**config.mk**
```make
export PLATFORM = sky130hd
export DESIGN_NAME = servo_bus_response_deframer
export DESIGN_NICKNAME = d
export VERILOG_FILES = /design/src/sbrd_pkg.sv /design/src/sbrd_front.sv /design/src/sbrd_queue.sv /design/src/sbrd_back.sv /design/src/servo_bus_response_deframer.sv
export SDC_FILE = /design/constraint.sdc
export NUM_CORES = 1
export LEC_CHECK = 0
export BUFFER_PORTS_ARGS = -buffer_cell sky130_fd_sc_hd__buf_2
export CORE_UTILIZATION = 45
export DETAILED_ROUTE_END_ITERATION = 10
export GPL_TIMING_DRIVEN = 0
export REMOVE_ABC_BUFFERS = 1
export SLEW_MARGIN = 30
export SYNTH_ARGS = -nofsm -noshare
export SYNTH_HDL_FRONTEND = slang
export SYNTH_SLANG_ARGS = --single-unit
```
**constraint.sdc**
```tcl
create_clock -name clk -period 11.8 [get_ports clk]
set_clock_uncertainty 0.15 [all_clocks]
set_input_delay 1.77 -clock clk [delete_from_list [all_inputs] [get_ports clk]]
set_output_delay 1.77 -clock clk [all_outputs]
set_load 0.03 [all_outputs]
```
**src/sbrd_pkg.sv**
```systemverilog
// ----------------------------------------------------------------------------
// sbrd_pkg
// Shared types and constants for the servo bus response deframer.
// ----------------------------------------------------------------------------
package sbrd_pkg;

	localparam int BUFFER_BYTES = 16;
	localparam int PARAM_MAX    = BUFFER_BYTES - 4;
	localparam int PIDX_W       = $clog2(PARAM_MAX);
	localparam int PCNT_W       = $clog2(PARAM_MAX + 1);
	localparam int QUEUE_DEPTH  = 2;
	localparam int QPTR_W       = $clog2(QUEUE_DEPTH);
	localparam int QCNT_W       = $clog2(QUEUE_DEPTH + 1);

	localparam logic [7:0]  SYNC_BYTE     = 8'h55;
	localparam logic [7:0]  LEN_OVERHEAD  = 8'd3;
	localparam logic [15:0] TIMEOUT_RESET = 16'd100;

	localparam logic [1:0] ACT_START = 2'd0;
	localparam logic [1:0] ACT_BYTE  = 2'd1;
	localparam logic [1:0] ACT_TICK  = 2'd2;

	localparam int          ADDR_W      = 3;
	localparam logic [0:0]  REG_TIMEOUT = 1'b0;

	typedef enum logic [1:0] {
		PH_IDLE,
		PH_HEADER,
		PH_HEAD,
		PH_BODY
	} phase_t;

	typedef enum logic [1:0] {
		OUT_OK       = 2'd0,
		OUT_TIMEOUT  = 2'd1,
		OUT_BADLEN   = 2'd2,
		OUT_MISMATCH = 2'd3
	} outcome_t;

	// One finished transaction handed from the front to the back.
	typedef struct packed {
		outcome_t                        outcome;
		logic [7:0]                      id;
		logic [PCNT_W-1:0]               count;
		logic [7:0]                      checksum;
		logic [PARAM_MAX-1:0][7:0]       params;
	} job_t;

endpackage

```
**src/sbrd_front.sv**
```systemverilog
// ----------------------------------------------------------------------------
// sbrd_front
// Receive side: accepts items, walks the reply phases and queues a job
// when a transaction ends.
// ----------------------------------------------------------------------------
module sbrd_front (
	input  logic                clk,
	input  logic                arst_n,
	input  logic                in_valid,
	output logic                in_ready,
	input  logic [1:0]          action,
	input  logic [7:0]          rx_byte,
	input  logic [7:0]          expected_command,
	input  logic [15:0]         timeout_ticks,
	input  logic                q_full,
	output logic                push,
	output sbrd_pkg::job_t      job
);

	sbrd_pkg::phase_t phase_q, phase_nx;
	logic                        hdr_one_q, hdr_one_nx;
	logic [15:0]                 timer_q, timer_nx, timer_inc;
	logic [7:0]                  want_q, want_nx;
	logic [7:0]                  id_q, id_nx;
	logic [7:0]                  len_q, len_nx;
	logic [7:0]                  cmd_q, cmd_nx;
	logic [sbrd_pkg::PCNT_W-1:0] taken_q, taken_nx;
	logic [sbrd_pkg::PCNT_W-1:0] plen_q, plen_nx;
	logic [7:0]                  store_q [sbrd_pkg::PARAM_MAX];

	logic       accept;
	logic       active;
	logic       is_byte;
	logic       is_tick;
	logic [7:0] plen8;
	logic       expire;
	logic       badlen;
	logic       body_end;
	logic       store_we;

	assign in_ready  = !q_full;
	assign accept    = in_valid && in_ready;
	assign active    = accept && (phase_q != sbrd_pkg::PH_IDLE);
	assign is_byte   = active && (action == sbrd_pkg::ACT_BYTE);
	assign is_tick   = active && (action == sbrd_pkg::ACT_TICK);
	assign timer_inc = (timer_q == 16'hFFFF) ? timer_q : timer_q + 16'd1;
	assign expire    = is_tick && (timer_inc >= timeout_ticks);
	assign plen8     = len_q - sbrd_pkg::LEN_OVERHEAD;
	assign badlen    = is_byte && (phase_q == sbrd_pkg::PH_HEAD) &&
		(taken_q == sbrd_pkg::PCNT_W'(2)) && (plen8 > 8'(sbrd_pkg::PARAM_MAX));
	assign body_end  = is_byte && (phase_q == sbrd_pkg::PH_BODY) && !(taken_q < plen_q);
	assign store_we  = is_byte && (phase_q == sbrd_pkg::PH_BODY) && (taken_q < plen_q);

	// Next state.
	always_comb begin
		phase_nx   = phase_q;
		hdr_one_nx = hdr_one_q;
		timer_nx   = timer_q;
		want_nx    = want_q;
		id_nx      = id_q;
		len_nx     = len_q;
		cmd_nx     = cmd_q;
		taken_nx   = taken_q;
		plen_nx    = plen_q;
		if (accept && action == sbrd_pkg::ACT_START) begin
			phase_nx   = sbrd_pkg::PH_HEADER;
			hdr_one_nx = 1'b0;
			timer_nx   = '0;
			want_nx    = expected_command;
			id_nx      = '0;
			len_nx     = '0;
			cmd_nx     = '0;
			taken_nx   = '0;
		end else if (is_tick) begin
			timer_nx = timer_inc;
			if (expire) begin
				phase_nx = sbrd_pkg::PH_IDLE;
			end
		end else if (is_byte) begin
			case (phase_q)
				sbrd_pkg::PH_HEADER: begin
					if (rx_byte == sbrd_pkg::SYNC_BYTE) begin
						if (hdr_one_q) begin
							phase_nx = sbrd_pkg::PH_HEAD;
							timer_nx = '0;
							taken_nx = '0;
						end else begin
							hdr_one_nx = 1'b1;
						end
					end else begin
						hdr_one_nx = 1'b0;
					end
				end
				sbrd_pkg::PH_HEAD: begin
					if (taken_q == '0) begin
						id_nx    = rx_byte;
						taken_nx = sbrd_pkg::PCNT_W'(1);
					end else if (taken_q == sbrd_pkg::PCNT_W'(1)) begin
						len_nx   = rx_byte;
						taken_nx = sbrd_pkg::PCNT_W'(2);
					end else begin
						cmd_nx = rx_byte;
						if (badlen) begin
							phase_nx = sbrd_pkg::PH_IDLE;
						end else begin
							phase_nx = sbrd_pkg::PH_BODY;
							timer_nx = '0;
							taken_nx = '0;
							plen_nx  = plen8[sbrd_pkg::PCNT_W-1:0];
						end
					end
				end
				sbrd_pkg::PH_BODY: begin
					if (store_we) begin
						taken_nx = taken_q + sbrd_pkg::PCNT_W'(1);
					end else begin
						phase_nx = sbrd_pkg::PH_IDLE;
					end
				end
				default: begin
					phase_nx = phase_q;
				end
			endcase
		end
	end

	// Job for the back end.
	always_comb begin
		push         = expire || badlen || body_end;
		job.outcome  = sbrd_pkg::OUT_OK;
		job.id       = id_q;
		job.count    = '0;
		job.checksum = '0;
		for (int i = 0; i < sbrd_pkg::PARAM_MAX; i++) begin
			job.params[i] = store_q[i];
		end
		if (expire) begin
			job.outcome = sbrd_pkg::OUT_TIMEOUT;
		end else if (badlen) begin
			job.outcome = sbrd_pkg::OUT_BADLEN;
		end else if (cmd_q != want_q) begin
			job.outcome  = sbrd_pkg::OUT_MISMATCH;
			job.checksum = rx_byte;
		end else begin
			job.count    = plen_q;
			job.checksum = rx_byte;
		end
	end

	always_ff @(posedge clk or negedge arst_n) begin
		if (!arst_n) begin
			phase_q   <= sbrd_pkg::PH_IDLE;
			hdr_one_q <= 1'b0;
			timer_q   <= '0;
			want_q    <= '0;
			id_q      <= '0;
			len_q     <= '0;
			cmd_q     <= '0;
			taken_q   <= '0;
			plen_q    <= '0;
		end else begin
			phase_q   <= phase_nx;
			hdr_one_q <= hdr_one_nx;
			timer_q   <= timer_nx;
			want_q    <= want_nx;
			id_q      <= id_nx;
			len_q     <= len_nx;
			cmd_q     <= cmd_nx;
			taken_q   <= taken_nx;
			plen_q    <= plen_nx;
		end
	end

	always_ff @(posedge clk) begin
		if (store_we) begin
			store_q[taken_q[sbrd_pkg::PIDX_W-1:0]] <= rx_byte;
		end
	end

endmodule

```
**src/sbrd_queue.sv**
```systemverilog
// ----------------------------------------------------------------------------
// sbrd_queue
// Short job queue between the receive front and the result back end.
// ----------------------------------------------------------------------------
module sbrd_queue (
	input  logic           clk,
	input  logic           arst_n,
	input  logic           push,
	input  sbrd_pkg::job_t wr_job,
	output logic           full,
	input  logic           pop,
	output logic           rd_valid,
	output sbrd_pkg::job_t rd_job
);

	sbrd_pkg::job_t              entry_q [sbrd_pkg::QUEUE_DEPTH];
	logic [sbrd_pkg::QPTR_W-1:0] wr_ptr_q;
	logic [sbrd_pkg::QPTR_W-1:0] rd_ptr_q;
	logic [sbrd_pkg::QCNT_W-1:0] count_q;
	logic                        do_push;
	logic                        do_pop;

	assign full     = (count_q == sbrd_pkg::QCNT_W'(sbrd_pkg::QUEUE_DEPTH));
	assign rd_valid = (count_q != '0);
	assign rd_job   = entry_q[rd_ptr_q];
	assign do_push  = push && !full;
	assign do_pop   = pop && rd_valid;

	always_ff @(posedge clk or negedge arst_n) begin
		if (!arst_n) begin
			wr_ptr_q <= '0;
			rd_ptr_q <= '0;
			count_q  <= '0;
		end else begin
			if (do_push) begin
				wr_ptr_q <= (wr_ptr_q == sbrd_pkg::QPTR_W'(sbrd_pkg::QUEUE_DEPTH - 1)) ?
					'0 : wr_ptr_q + sbrd_pkg::QPTR_W'(1);
			end
			if (do_pop) begin
				rd_ptr_q <= (rd_ptr_q == sbrd_pkg::QPTR_W'(sbrd_pkg::QUEUE_DEPTH - 1)) ?
					'0 : rd_ptr_q + sbrd_pkg::QPTR_W'(1);
			end
			if (do_push && !do_pop) begin
				count_q <= count_q + sbrd_pkg::QCNT_W'(1);
			end else if (do_pop && !do_push) begin
				count_q <= count_q - sbrd_pkg::QCNT_W'(1);
			end
		end
	end

	always_ff @(posedge clk) begin
		if (do_push) begin
			entry_q[wr_ptr_q] <= wr_job;
		end
	end

endmodule

```
**src/sbrd_back.sv**
```systemverilog
// ----------------------------------------------------------------------------
// sbrd_back
// Result side: takes one job at a time and plays out its parameter bytes
// followed by the status result through an output register.
// ----------------------------------------------------------------------------
module sbrd_back (
	input  logic                        clk,
	input  logic                        arst_n,
	input  logic                        q_valid,
	input  sbrd_pkg::job_t              q_job,
	output logic                        pop,
	output logic                        out_valid,
	input  logic                        out_ready,
	output logic                        is_status,
	output logic [7:0]                  param_value,
	output logic [sbrd_pkg::PIDX_W-1:0] param_index,
	output logic [1:0]                  outcome,
	output logic [7:0]                  reply_id,
	output logic [sbrd_pkg::PCNT_W-1:0] reply_param_count,
	output logic [7:0]                  reply_checksum,
	output logic                        last
);

	sbrd_pkg::job_t              job_q;
	logic                        job_valid_q;
	logic [sbrd_pkg::PCNT_W-1:0] idx_q;
	logic                        out_valid_q;
	logic                        slot_free;
	logic                        emit;
	logic                        emit_param;

	assign slot_free  = !out_valid_q || out_ready;
	assign pop        = !job_valid_q && q_valid;
	assign emit       = job_valid_q && slot_free;
	assign emit_param = idx_q < job_q.count;
	assign out_valid  = out_valid_q;

	always_ff @(posedge clk or negedge arst_n) begin
		if (!arst_n) begin
			job_valid_q <= 1'b0;
			idx_q       <= '0;
			out_valid_q <= 1'b0;
		end else begin
			if (pop) begin
				job_valid_q <= 1'b1;
				idx_q       <= '0;
			end else if (emit) begin
				if (emit_param) begin
					idx_q <= idx_q + sbrd_pkg::PCNT_W'(1);
				end else begin
					job_valid_q <= 1'b0;
				end
			end
			if (emit) begin
				out_valid_q <= 1'b1;
			end else if (out_ready) begin
				out_valid_q <= 1'b0;
			end
		end
	end

	always_ff @(posedge clk) begin
		if (pop) begin
			job_q <= q_job;
		end
		if (emit) begin
			if (emit_param) begin
				is_status         <= 1'b0;
				param_value       <= job_q.params[idx_q[sbrd_pkg::PIDX_W-1:0]];
				param_index       <= idx_q[sbrd_pkg::PIDX_W-1:0];
				outcome           <= sbrd_pkg::OUT_OK;
				reply_id          <= '0;
				reply_param_count <= '0;
				reply_checksum    <= '0;
				last              <= 1'b0;
			end else begin
				is_status         <= 1'b1;
				param_value       <= '0;
				param_index       <= '0;
				outcome           <= job_q.outcome;
				reply_id          <= job_q.id;
				reply_param_count <= job_q.count;
				reply_checksum    <= job_q.checksum;
				last              <= 1'b1;
			end
		end
	end

endmodule

```
**src/servo_bus_response_deframer.sv**
```systemverilog
// ----------------------------------------------------------------------------
// servo_bus_response_deframer
// Parses servo bus replies and reports parameter bytes and a final status.
// ----------------------------------------------------------------------------
// Throughput: one input item per cycle while the two-entry job queue has room.
// A finishing item goes through the job queue and the job register to the output
// register; then one result per cycle while out_ready allows (params, then status).
// Reset: asynchronous, active low; returns to idle, empties the queue and sets
// timeout_ticks to 100.
module servo_bus_response_deframer (
	input  logic                          clk,
	input  logic                          arst_n,
	input  logic                          psel,
	input  logic                          penable,
	input  logic                          pwrite,
	input  logic [sbrd_pkg::ADDR_W-1:0]   paddr,
	input  logic [31:0]                   pwdata,
	output logic [31:0]                   prdata,
	output logic                          pready,
	input  logic                          in_valid,
	output logic                          in_ready,
	input  logic [1:0]                    action,
	input  logic [7:0]                    rx_byte,
	input  logic [7:0]                    expected_command,
	output logic                          out_valid,
	input  logic                          out_ready,
	output logic                          is_status,
	output logic [7:0]                    param_value,
	output logic [sbrd_pkg::PIDX_W-1:0]   param_index,
	output logic [1:0]                    outcome,
	output logic [7:0]                    reply_id,
	output logic [sbrd_pkg::PCNT_W-1:0]   reply_param_count,
	output logic [7:0]                    reply_checksum,
	output logic                          last
);

	logic [15:0]    timeout_ticks_q;
	logic           reg_hit;
	logic           q_full;
	logic           push;
	logic           pop;
	logic           q_valid;
	sbrd_pkg::job_t wr_job;
	sbrd_pkg::job_t rd_job;

	assign pready  = 1'b1;
	assign reg_hit = (paddr[sbrd_pkg::ADDR_W-1:2] == sbrd_pkg::REG_TIMEOUT);
	assign prdata  = reg_hit ? {16'd0, timeout_ticks_q} : 32'd0;

	always_ff @(posedge clk or negedge arst_n) begin
		if (!arst_n) begin
			timeout_ticks_q <= sbrd_pkg::TIMEOUT_RESET;
		end else if (psel && penable && pwrite && pready && reg_hit) begin
			timeout_ticks_q <= pwdata[15:0];
		end
	end

	sbrd_front u_front (
		.clk              (clk),
		.arst_n           (arst_n),
		.in_valid         (in_valid),
		.in_ready         (in_ready),
		.action           (action),
		.rx_byte          (rx_byte),
		.expected_command (expected_command),
		.timeout_ticks    (timeout_ticks_q),
		.q_full           (q_full),
		.push             (push),
		.job              (wr_job)
	);

	sbrd_queue u_queue (
		.clk      (clk),
		.arst_n   (arst_n),
		.push     (push),
		.wr_job   (wr_job),
		.full     (q_full),
		.pop      (pop),
		.rd_valid (q_valid),
		.rd_job   (rd_job)
	);

	sbrd_back u_back (
		.clk               (clk),
		.arst_n            (arst_n),
		.q_valid           (q_valid),
		.q_job             (rd_job),
		.pop               (pop),
		.out_valid         (out_valid),
		.out_ready         (out_ready),
		.is_status         (is_status),
		.param_value       (param_value),
		.param_index       (param_index),
		.outcome           (outcome),
		.reply_id          (reply_id),
		.reply_param_count (reply_param_count),
		.reply_checksum    (reply_checksum),
		.last              (last)
	);

endmodule

```
* Word level (Yosys, flattened, before mapping)
Memories as Yosys holds them, arrays and structs flattened. A register that Yosys moved wholly into a read port is not among the register bits.
Index checks and enable logic that the tools add are counted.
** Word-level totals
- Register bits :: 120
- Bits in writable memories :: 332
- Word-level logic and storage cells :: 206
- Memories kept :: 2
** Cells by class
- Add/subtract/negate cells :: 8
- Order comparisons :: 5
- Equal/unequal tests :: 26
- Muxes and demuxes :: 79
- Bitwise logic cells :: 6
- Reductions and logical operators :: 57
** Memory list
- u_queue.entry_q :: depth 2, width 118, rd ports 1, clocked after Yosys merged registers in 1, wr ports 1, line sbrd_queue.sv:16 : sbrd_pkg::job_t entry_q [sbrd_pkg::QUEUE_DEPTH];
- u_front.store_q :: depth 12, width 8, rd ports 12, clocked after Yosys merged registers in 0, wr ports 1, line sbrd_front.sv:29 : logic [7:0] store_q [sbrd_pkg::PARAM_MAX];
** Operators by type and width (count)
- two-way mux 16 bit :: 10
- two-way mux 8 bit :: 18
- two-way mux 4 bit :: 13
- binary-select mux 8 bit (select 4 bit) :: 1
- one-hot mux 16 bit (2 select lines) :: 1
- two-way mux 2 bit :: 15
- two-way mux 12 bit :: 2
- nonzero test 2 bit :: 11
- logical AND 1 bit :: 21
- AND reduction 7 bit :: 3
- two-way mux 1 bit :: 17
- adder 16 x 1 -> 16 bit (second input constant) :: 1
- equality test 16 bit (second input constant) :: 1
- greater-or-equal comparator 16 bit :: 1
- inequality test 4 x 3 -> 1 bit (second input constant) :: 4
- one-hot mux 4 bit (3 select lines) :: 1
- AND reduction 5 bit :: 2
- adder 4 x 1 -> 4 bit (second input constant) :: 2
- equality test 2 bit (second input constant) :: 4
- equality test 8 x 7 -> 1 bit (second input constant) :: 1
- greater-than comparator 8 x 4 -> 1 bit (second input constant) :: 1
- < comparator 4 bit :: 2
- inequality test 4 x 1 -> 1 bit (second input constant) :: 2
- inequality test 8 bit :: 1
- other kinds (27) :: 46

* Depth between registers and ports, before layout
- Depth after elaboration :: 15
- Mapped depth :: 17
- Gate-level depth less buffers :: 17

* Hierarchy
Synthesis repeated with hierarchy kept, for this count alone.
** Second synthesis, totals
- Cells, all modules :: 1368
- Area, all modules :: 22824.4 um2
** Modules (own cells, without submodules)
- sbrd_queue :: instances 1, cells an instance 386, area each 8755.9 um2, sequential area each 7186.9 um2
- sbrd_front :: instances 1, cells an instance 577, area each 7094.3 um2, sequential area each 4359.2 um2
- sbrd_back :: instances 1, cells an instance 335, area each 6070.8 um2, sequential area each 4744.6 um2
- servo_bus_response_deframer :: instances 1, cells an instance 70, area each 903.4 um2, sequential area each 404.1 um2

* Worst setup path after synthesis
OpenSTA, ideal clock, no wires.
- Path type :: input -> register
- From :: in action[1]
- To :: mem u_queue.entry_q[1][0] in the netlist's numbering, enable pin
- Setup time :: 609 ps
- Data arrival time :: 8178 ps
- Data required time :: 11041 ps
- Setup slack :: 2863 ps
- Stages :: 5
- Buffers on the path :: 0
- Cell sequence :: nor2b_1 > nand4_1 > o41ai_2 > nor3_1 > nor2b_1
** On the way
- Cells in the longest elaborated chain, start to end :: 10
- Elaborated cells between the ends (all ways) :: 15
- Those cells by class :: eq/ne (2); mux (2); reduce/logical (11)
** RTL lines
- from (decl) :: line servo_bus_response_deframer.sv:22 : input logic [1:0] action,
- equality test 2 x 1 -> 1 bit :: line sbrd_front.sv:44 : assign is_byte = active && (action == sbrd_pkg::ACT_BYTE);
- logical AND 1 bit :: line sbrd_front.sv:44
- logical AND 1 bit (2 in series) :: line sbrd_front.sv:49 : assign badlen = is_byte && (phase_q == sbrd_pkg::PH_HEAD) &&
- logical AND 1 bit :: line sbrd_front.sv:50 : (taken_q == sbrd_pkg::PCNT_W'(2)) && (plen8 > 8'(sbrd_pkg::PARAM_MAX));
- logical OR 1 bit :: line sbrd_front.sv:129 : push = expire || badlen || body_end;
- logical OR 1 bit * :: line sbrd_front.sv:129
- logical AND 1 bit * :: line sbrd_queue.sv:26 : assign do_push = push && !full;
- two-way mux 1 bit * :: line sbrd_queue.sv:52 : if (do_push) begin
- two-way mux 1 bit (implied by the code) * :: line sbrd_queue.sv:53 : entry_q[wr_ptr_q] <= wr_job;
- to (decl) :: line sbrd_queue.sv:16
Every way passes the cells marked *; elsewhere a longest branch is shown, timed or not.

* Worst setup path after layout
- From :: reg u_front.timer_q[0]
- To :: mem u_queue.entry_q[0][50] in the netlist's numbering, enable pin
** On the way
- Cells in the longest elaborated chain, start to end :: 9
- Elaborated cells between the ends (all ways) :: 10
- Those cells by class :: add/sub (1); order compare (1); eq/ne (1); mux (3); reduce/logical (4)
** RTL lines
- from (decl) :: line sbrd_front.sv:22 : logic [15:0] timer_q, timer_nx, timer_inc;
- from (signal assigned) :: line sbrd_front.sv:164 : timer_q <= timer_nx;
- adder 16 x 1 -> 16 bit or equality test 16 bit (tied branches) :: line sbrd_front.sv:46 : assign timer_inc = (timer_q == 16'hFFFF) ? timer_q : timer_q + 16'd1;
- two-way mux 16 bit * :: line sbrd_front.sv:46
- greater-or-equal comparator 16 bit * :: line sbrd_front.sv:47 : assign expire = is_tick && (timer_inc >= timeout_ticks);
- logical AND 1 bit * :: line sbrd_front.sv:47
- logical OR 1 bit * (2 in series) :: line sbrd_front.sv:129
- logical AND 1 bit * :: line sbrd_queue.sv:26
- two-way mux 1 bit * :: line sbrd_queue.sv:52
- two-way mux 1 bit (implied by the code) * :: line sbrd_queue.sv:53
Marked as above.

==> flow_metrics.env <==
export IMPL_status="completed"
export IMPL_yosysWarnings=0
export IMPL_final_cell_count_no_fill=2144
export IMPL_synth_seq_cells=570
export IMPL_seq_area_frac_synth=0.7511
export IMPL_routed_wl_um=41180
export IMPL_pwr_share_seq=0.473
export IMPL_hp_class="reg -> reg"
export IMPL_grt_pass1_wl_um=64070
export IMPL_initial_utilization=0.4550
export IMPL_place_area_um2=23880
export IMPL_final_util=0.5266
export IMPL_wl_per_cell_um=19.21
export IMPL_root_buffer="clkbuf_16"
export IMPL_relSlewSlack=0.3139
export IMPL_final_common_cell="edfxtp_1"
export IMPL_crit_arrival_ns=5.32
export IMPL_vias=11001
export IMPL_fmax_mhz=193.3
export IMPL_rows=81
export IMPL_clk_pin_slew_worst_paths_ns=0.06
export IMPL_die_h_um=224.2
export IMPL_worst_slew_pin_slew_ns=1.029
export IMPL_clockBufferDepth=3
export IMPL_place_congestion=0.8153
export IMPL_setup_viol=0
export IMPL_grt_max_degree=75
export IMPL_cp_start_kind="flop"
export IMPL_core_area_um2=48850
export IMPL_num_nets_final=1523
export IMPL_switching_share=0.2837
export IMPL_drive_gt1_frac=0.2645
export IMPL_avgViaCountPerCell=5.131
export IMPL_ctsHoldBuffers=0
export IMPL_clkSinkCount=570
export IMPL_numCtsBuffers=57
export IMPL_pwr_share_clk=0.306
export IMPL_overflow=0
export IMPL_vdd_drop_max_mv=0.1374
export IMPL_syn_area_um2=22230
export IMPL_finalMaxSlewViolations=0
export IMPL_critPathRequiredTime_ns=11.94
export IMPL_async_flop_share=0.1491
export IMPL_p_switching_w=0.001627
export IMPL_post_cts_buffers=0
export IMPL_finalCritPeriodShare=0.4384
export IMPL_syn_instance_count=1306
export IMPL_portBuffers=95
export IMPL_cts_tree="yes"
export IMPL_hpwl_um=25420
export IMPL_syn2layout_area_growth_pct=15.73
export IMPL_final_area_um2=25720
export IMPL_ys_types=68
export IMPL_drt_first_pass_iters=5
export IMPL_drt_iter0_markers=664
export IMPL_clk_insertion_delay_late_ns=0.61
export IMPL_dp_slack_ns=6.112
export IMPL_h_tree_depth=2
export IMPL_rsz0062_at_grt="no"
export IMPL_drc=0
export IMPL_worst_setup_path_end_kind="flop"
export IMPL_power_total_w=0.005735
export IMPL_grt_pass1_vias=11275
export IMPL_synth_edff_count=485
export IMPL_worstSetupPathType="reg -> reg"
export IMPL_dp_cells=2036
export IMPL_power_internal_w=0.004107
export IMPL_crit_path_max_fanout=20
export IMPL_track_usage=0.1682
export IMPL_syn_avg_cell_area_um2=17.02
export IMPL_timing_final_ws_setup_ns=6.627
export IMPL_io_pins=131
export IMPL_p_per_area_nw_per_um2=222.9
export IMPL_max_cap_violations=0
export IMPL_die_w_um=224.2
export IMPL_hold_viol=0
export IMPL_combPwrFrac=0.220
export IMPL_die_area_um2=50280
export IMPL_cts_resized=0
export IMPL_final_cell_mix="edfxtp_1 (485), mux2_2 (136), buf_2 (94)"
export IMPL_ys_flop_type="edfxtp_1"
export IMPL_finalCriticalPeriod_ns=5.173
export IMPL_cellLeakagePower_nw=9.293
export IMPL_antenna_found_initial=2
export IMPL_ant_nets=0
-- cell families after synthesis --
family                     after synthesis  synth area share
muxes                                  175            0.1002
and+or+nand+nor                        276           0.06271
AOI/OAI and AO/OA                      113           0.03451
xor gates and xnor gates                28           0.01103
adders and majority gates               31           0.01745
buffers and inverters                  111           0.02263
other                                    2         0.0003379
DFF                                    570            0.7511
-- through the flow --
step                TNS (ns)  hold slack (ns)
floorplan                  0           0.2715
global placement     -442.23           0.2715
detailed placement         0           0.2790
CTS                        0           0.2870
global route               0           0.2984
finish                     0           0.2872
-- flip-flops by register name, indices dropped and copies added, names as in the netlist, 16 cells and up --
register / cells
u_queue.entry_q: 236
u_front.store_q: 96
u_front.timer_q: 16
u_back.job_q: 118
timeout_ticks_q: 16
-- power by group through the flow --
stage,combinational (W),sequential (W),clock (W)
detailed placement,0.00128,0.00276,0
global route,0.00139,0.00275,0.00188
CTS,0.00129,0.00272,0.00181
finish,0.00126,0.00271,0.00176
global placement,0.00116,0.00287,0
floorplan,0.000754,0.00289,0
-- critical path: stages, from the launching register on --
cell and delay, ns:
dfrtp_1 0.42, ha_1 0.25, nand2_1 0.13, nor3_2 0.10, a21oi_1 0.48, nand2_1 0.19
xnor2_1 0.18, ha_1 0.30, nand2_1 0.07, nor3_1 0.17, a21oi_1 0.15, o41ai_2 0.89
nor3_1 0.36, nor2_4 0.55, buf_16 0.24, buf_16 0.19
-- metal layers --
| metal | vias to the layer above | wire length (µm) | global-route usage |
|---|---|---|---|
| li1 | 5146 | - | - |
| met1 | 5590 | 17600 | 0.2186 |
| met2 | 192 | 20840 | 0.2884 |
| met3 | 69 | 1822 | 0.03279 |
| met4 | 4 | 895 | 0.04740 |
| met5 | - | 30 | 0 |
-- synthesized netlist by cell type (3+ instances only) --
cell / count / area, µm²
nor3_1: 15 / 75.07
o22ai_1: 8 / 50.05
nand2b_1: 8 / 50.05
nand3_1: 22 / 110.1
inv_1: 45 / 168.9
xnor2_1: 22 / 192.7
a21oi_1: 19 / 95.09
mux2i_1: 14 / 140.1
nor2b_1: 7 / 43.79
buf_4: 19 / 142.6
a21o_1: 6 / 45.04
and2_1: 56 / 350.3
buf_2: 5 / 25.02
nor4_1: 3 / 18.77
dfstp_2: 3 / 78.83
clkbuf_1: 38 / 142.6
a211o_1: 4 / 35.03
ha_1: 31 / 387.9
dfrtp_1: 82 / 2052
mux2_2: 136 / 1531
nor3b_1: 4 / 30.03
o31ai_1: 7 / 52.55
nand4_1: 9 / 56.30
a22o_1: 8 / 70.07
and3_1: 8 / 50.05
nor2_1: 47 / 176.4
edfxtp_1: 485 / 14560
xor2_1: 6 / 52.55
nand2_1: 80 / 300.3
or2_2: 4 / 25.02
mux4_2: 24 / 540.5
o21ai_0: 35 / 175.2
-- cell type report --
| cell class | instances | area (µm²) |
|---|---|---|
| Clock buffer | 72 | 1503 |
| Timing Repair Buffer | 118 | 1069 |
| Inverter | 45 | 176.4 |
| Multi-Input combinational cell | 640 | 5112 |
| Tap cell | 664 | 830.8 |
| Sequential cell | 570 | 16700 |
| Clock inverter | 33 | 324.1 |
| Fill cell | 3987 | 23130 |
| Antenna cell | 2 | 5.005 |
-- final timing paths --
path / from / endpoint / slack [ns] / cells after the start
worst max register to register: u_front.timer_q[0]$_DFFE_PN0P_ / u_queue.entry_q[0][50]$_DFFE_PP_ / 6.63 / 15
worst max-delay path: u_front.timer_q[0]$_DFFE_PN0P_ / u_queue.entry_q[0][50]$_DFFE_PP_ / 6.63 / 15
max in group asynchronous: arst_n / u_back.idx_q[0]$_DFFE_PN0P_ / 9.95 / 2
min in group asynchronous: arst_n / u_front.timer_q[8]$_DFFE_PN0P_ / 0.94 / 1
worst min register to register: u_front.store_q[3][3]$_DFFE_PP_ / u_queue.entry_q[0][27]$_DFFE_PP_ / 0.29 / 0
worst min-delay path: u_front.store_q[3][3]$_DFFE_PP_ / u_queue.entry_q[0][27]$_DFFE_PP_ / 0.29 / 0
Power figures use the tool's default switching activity.
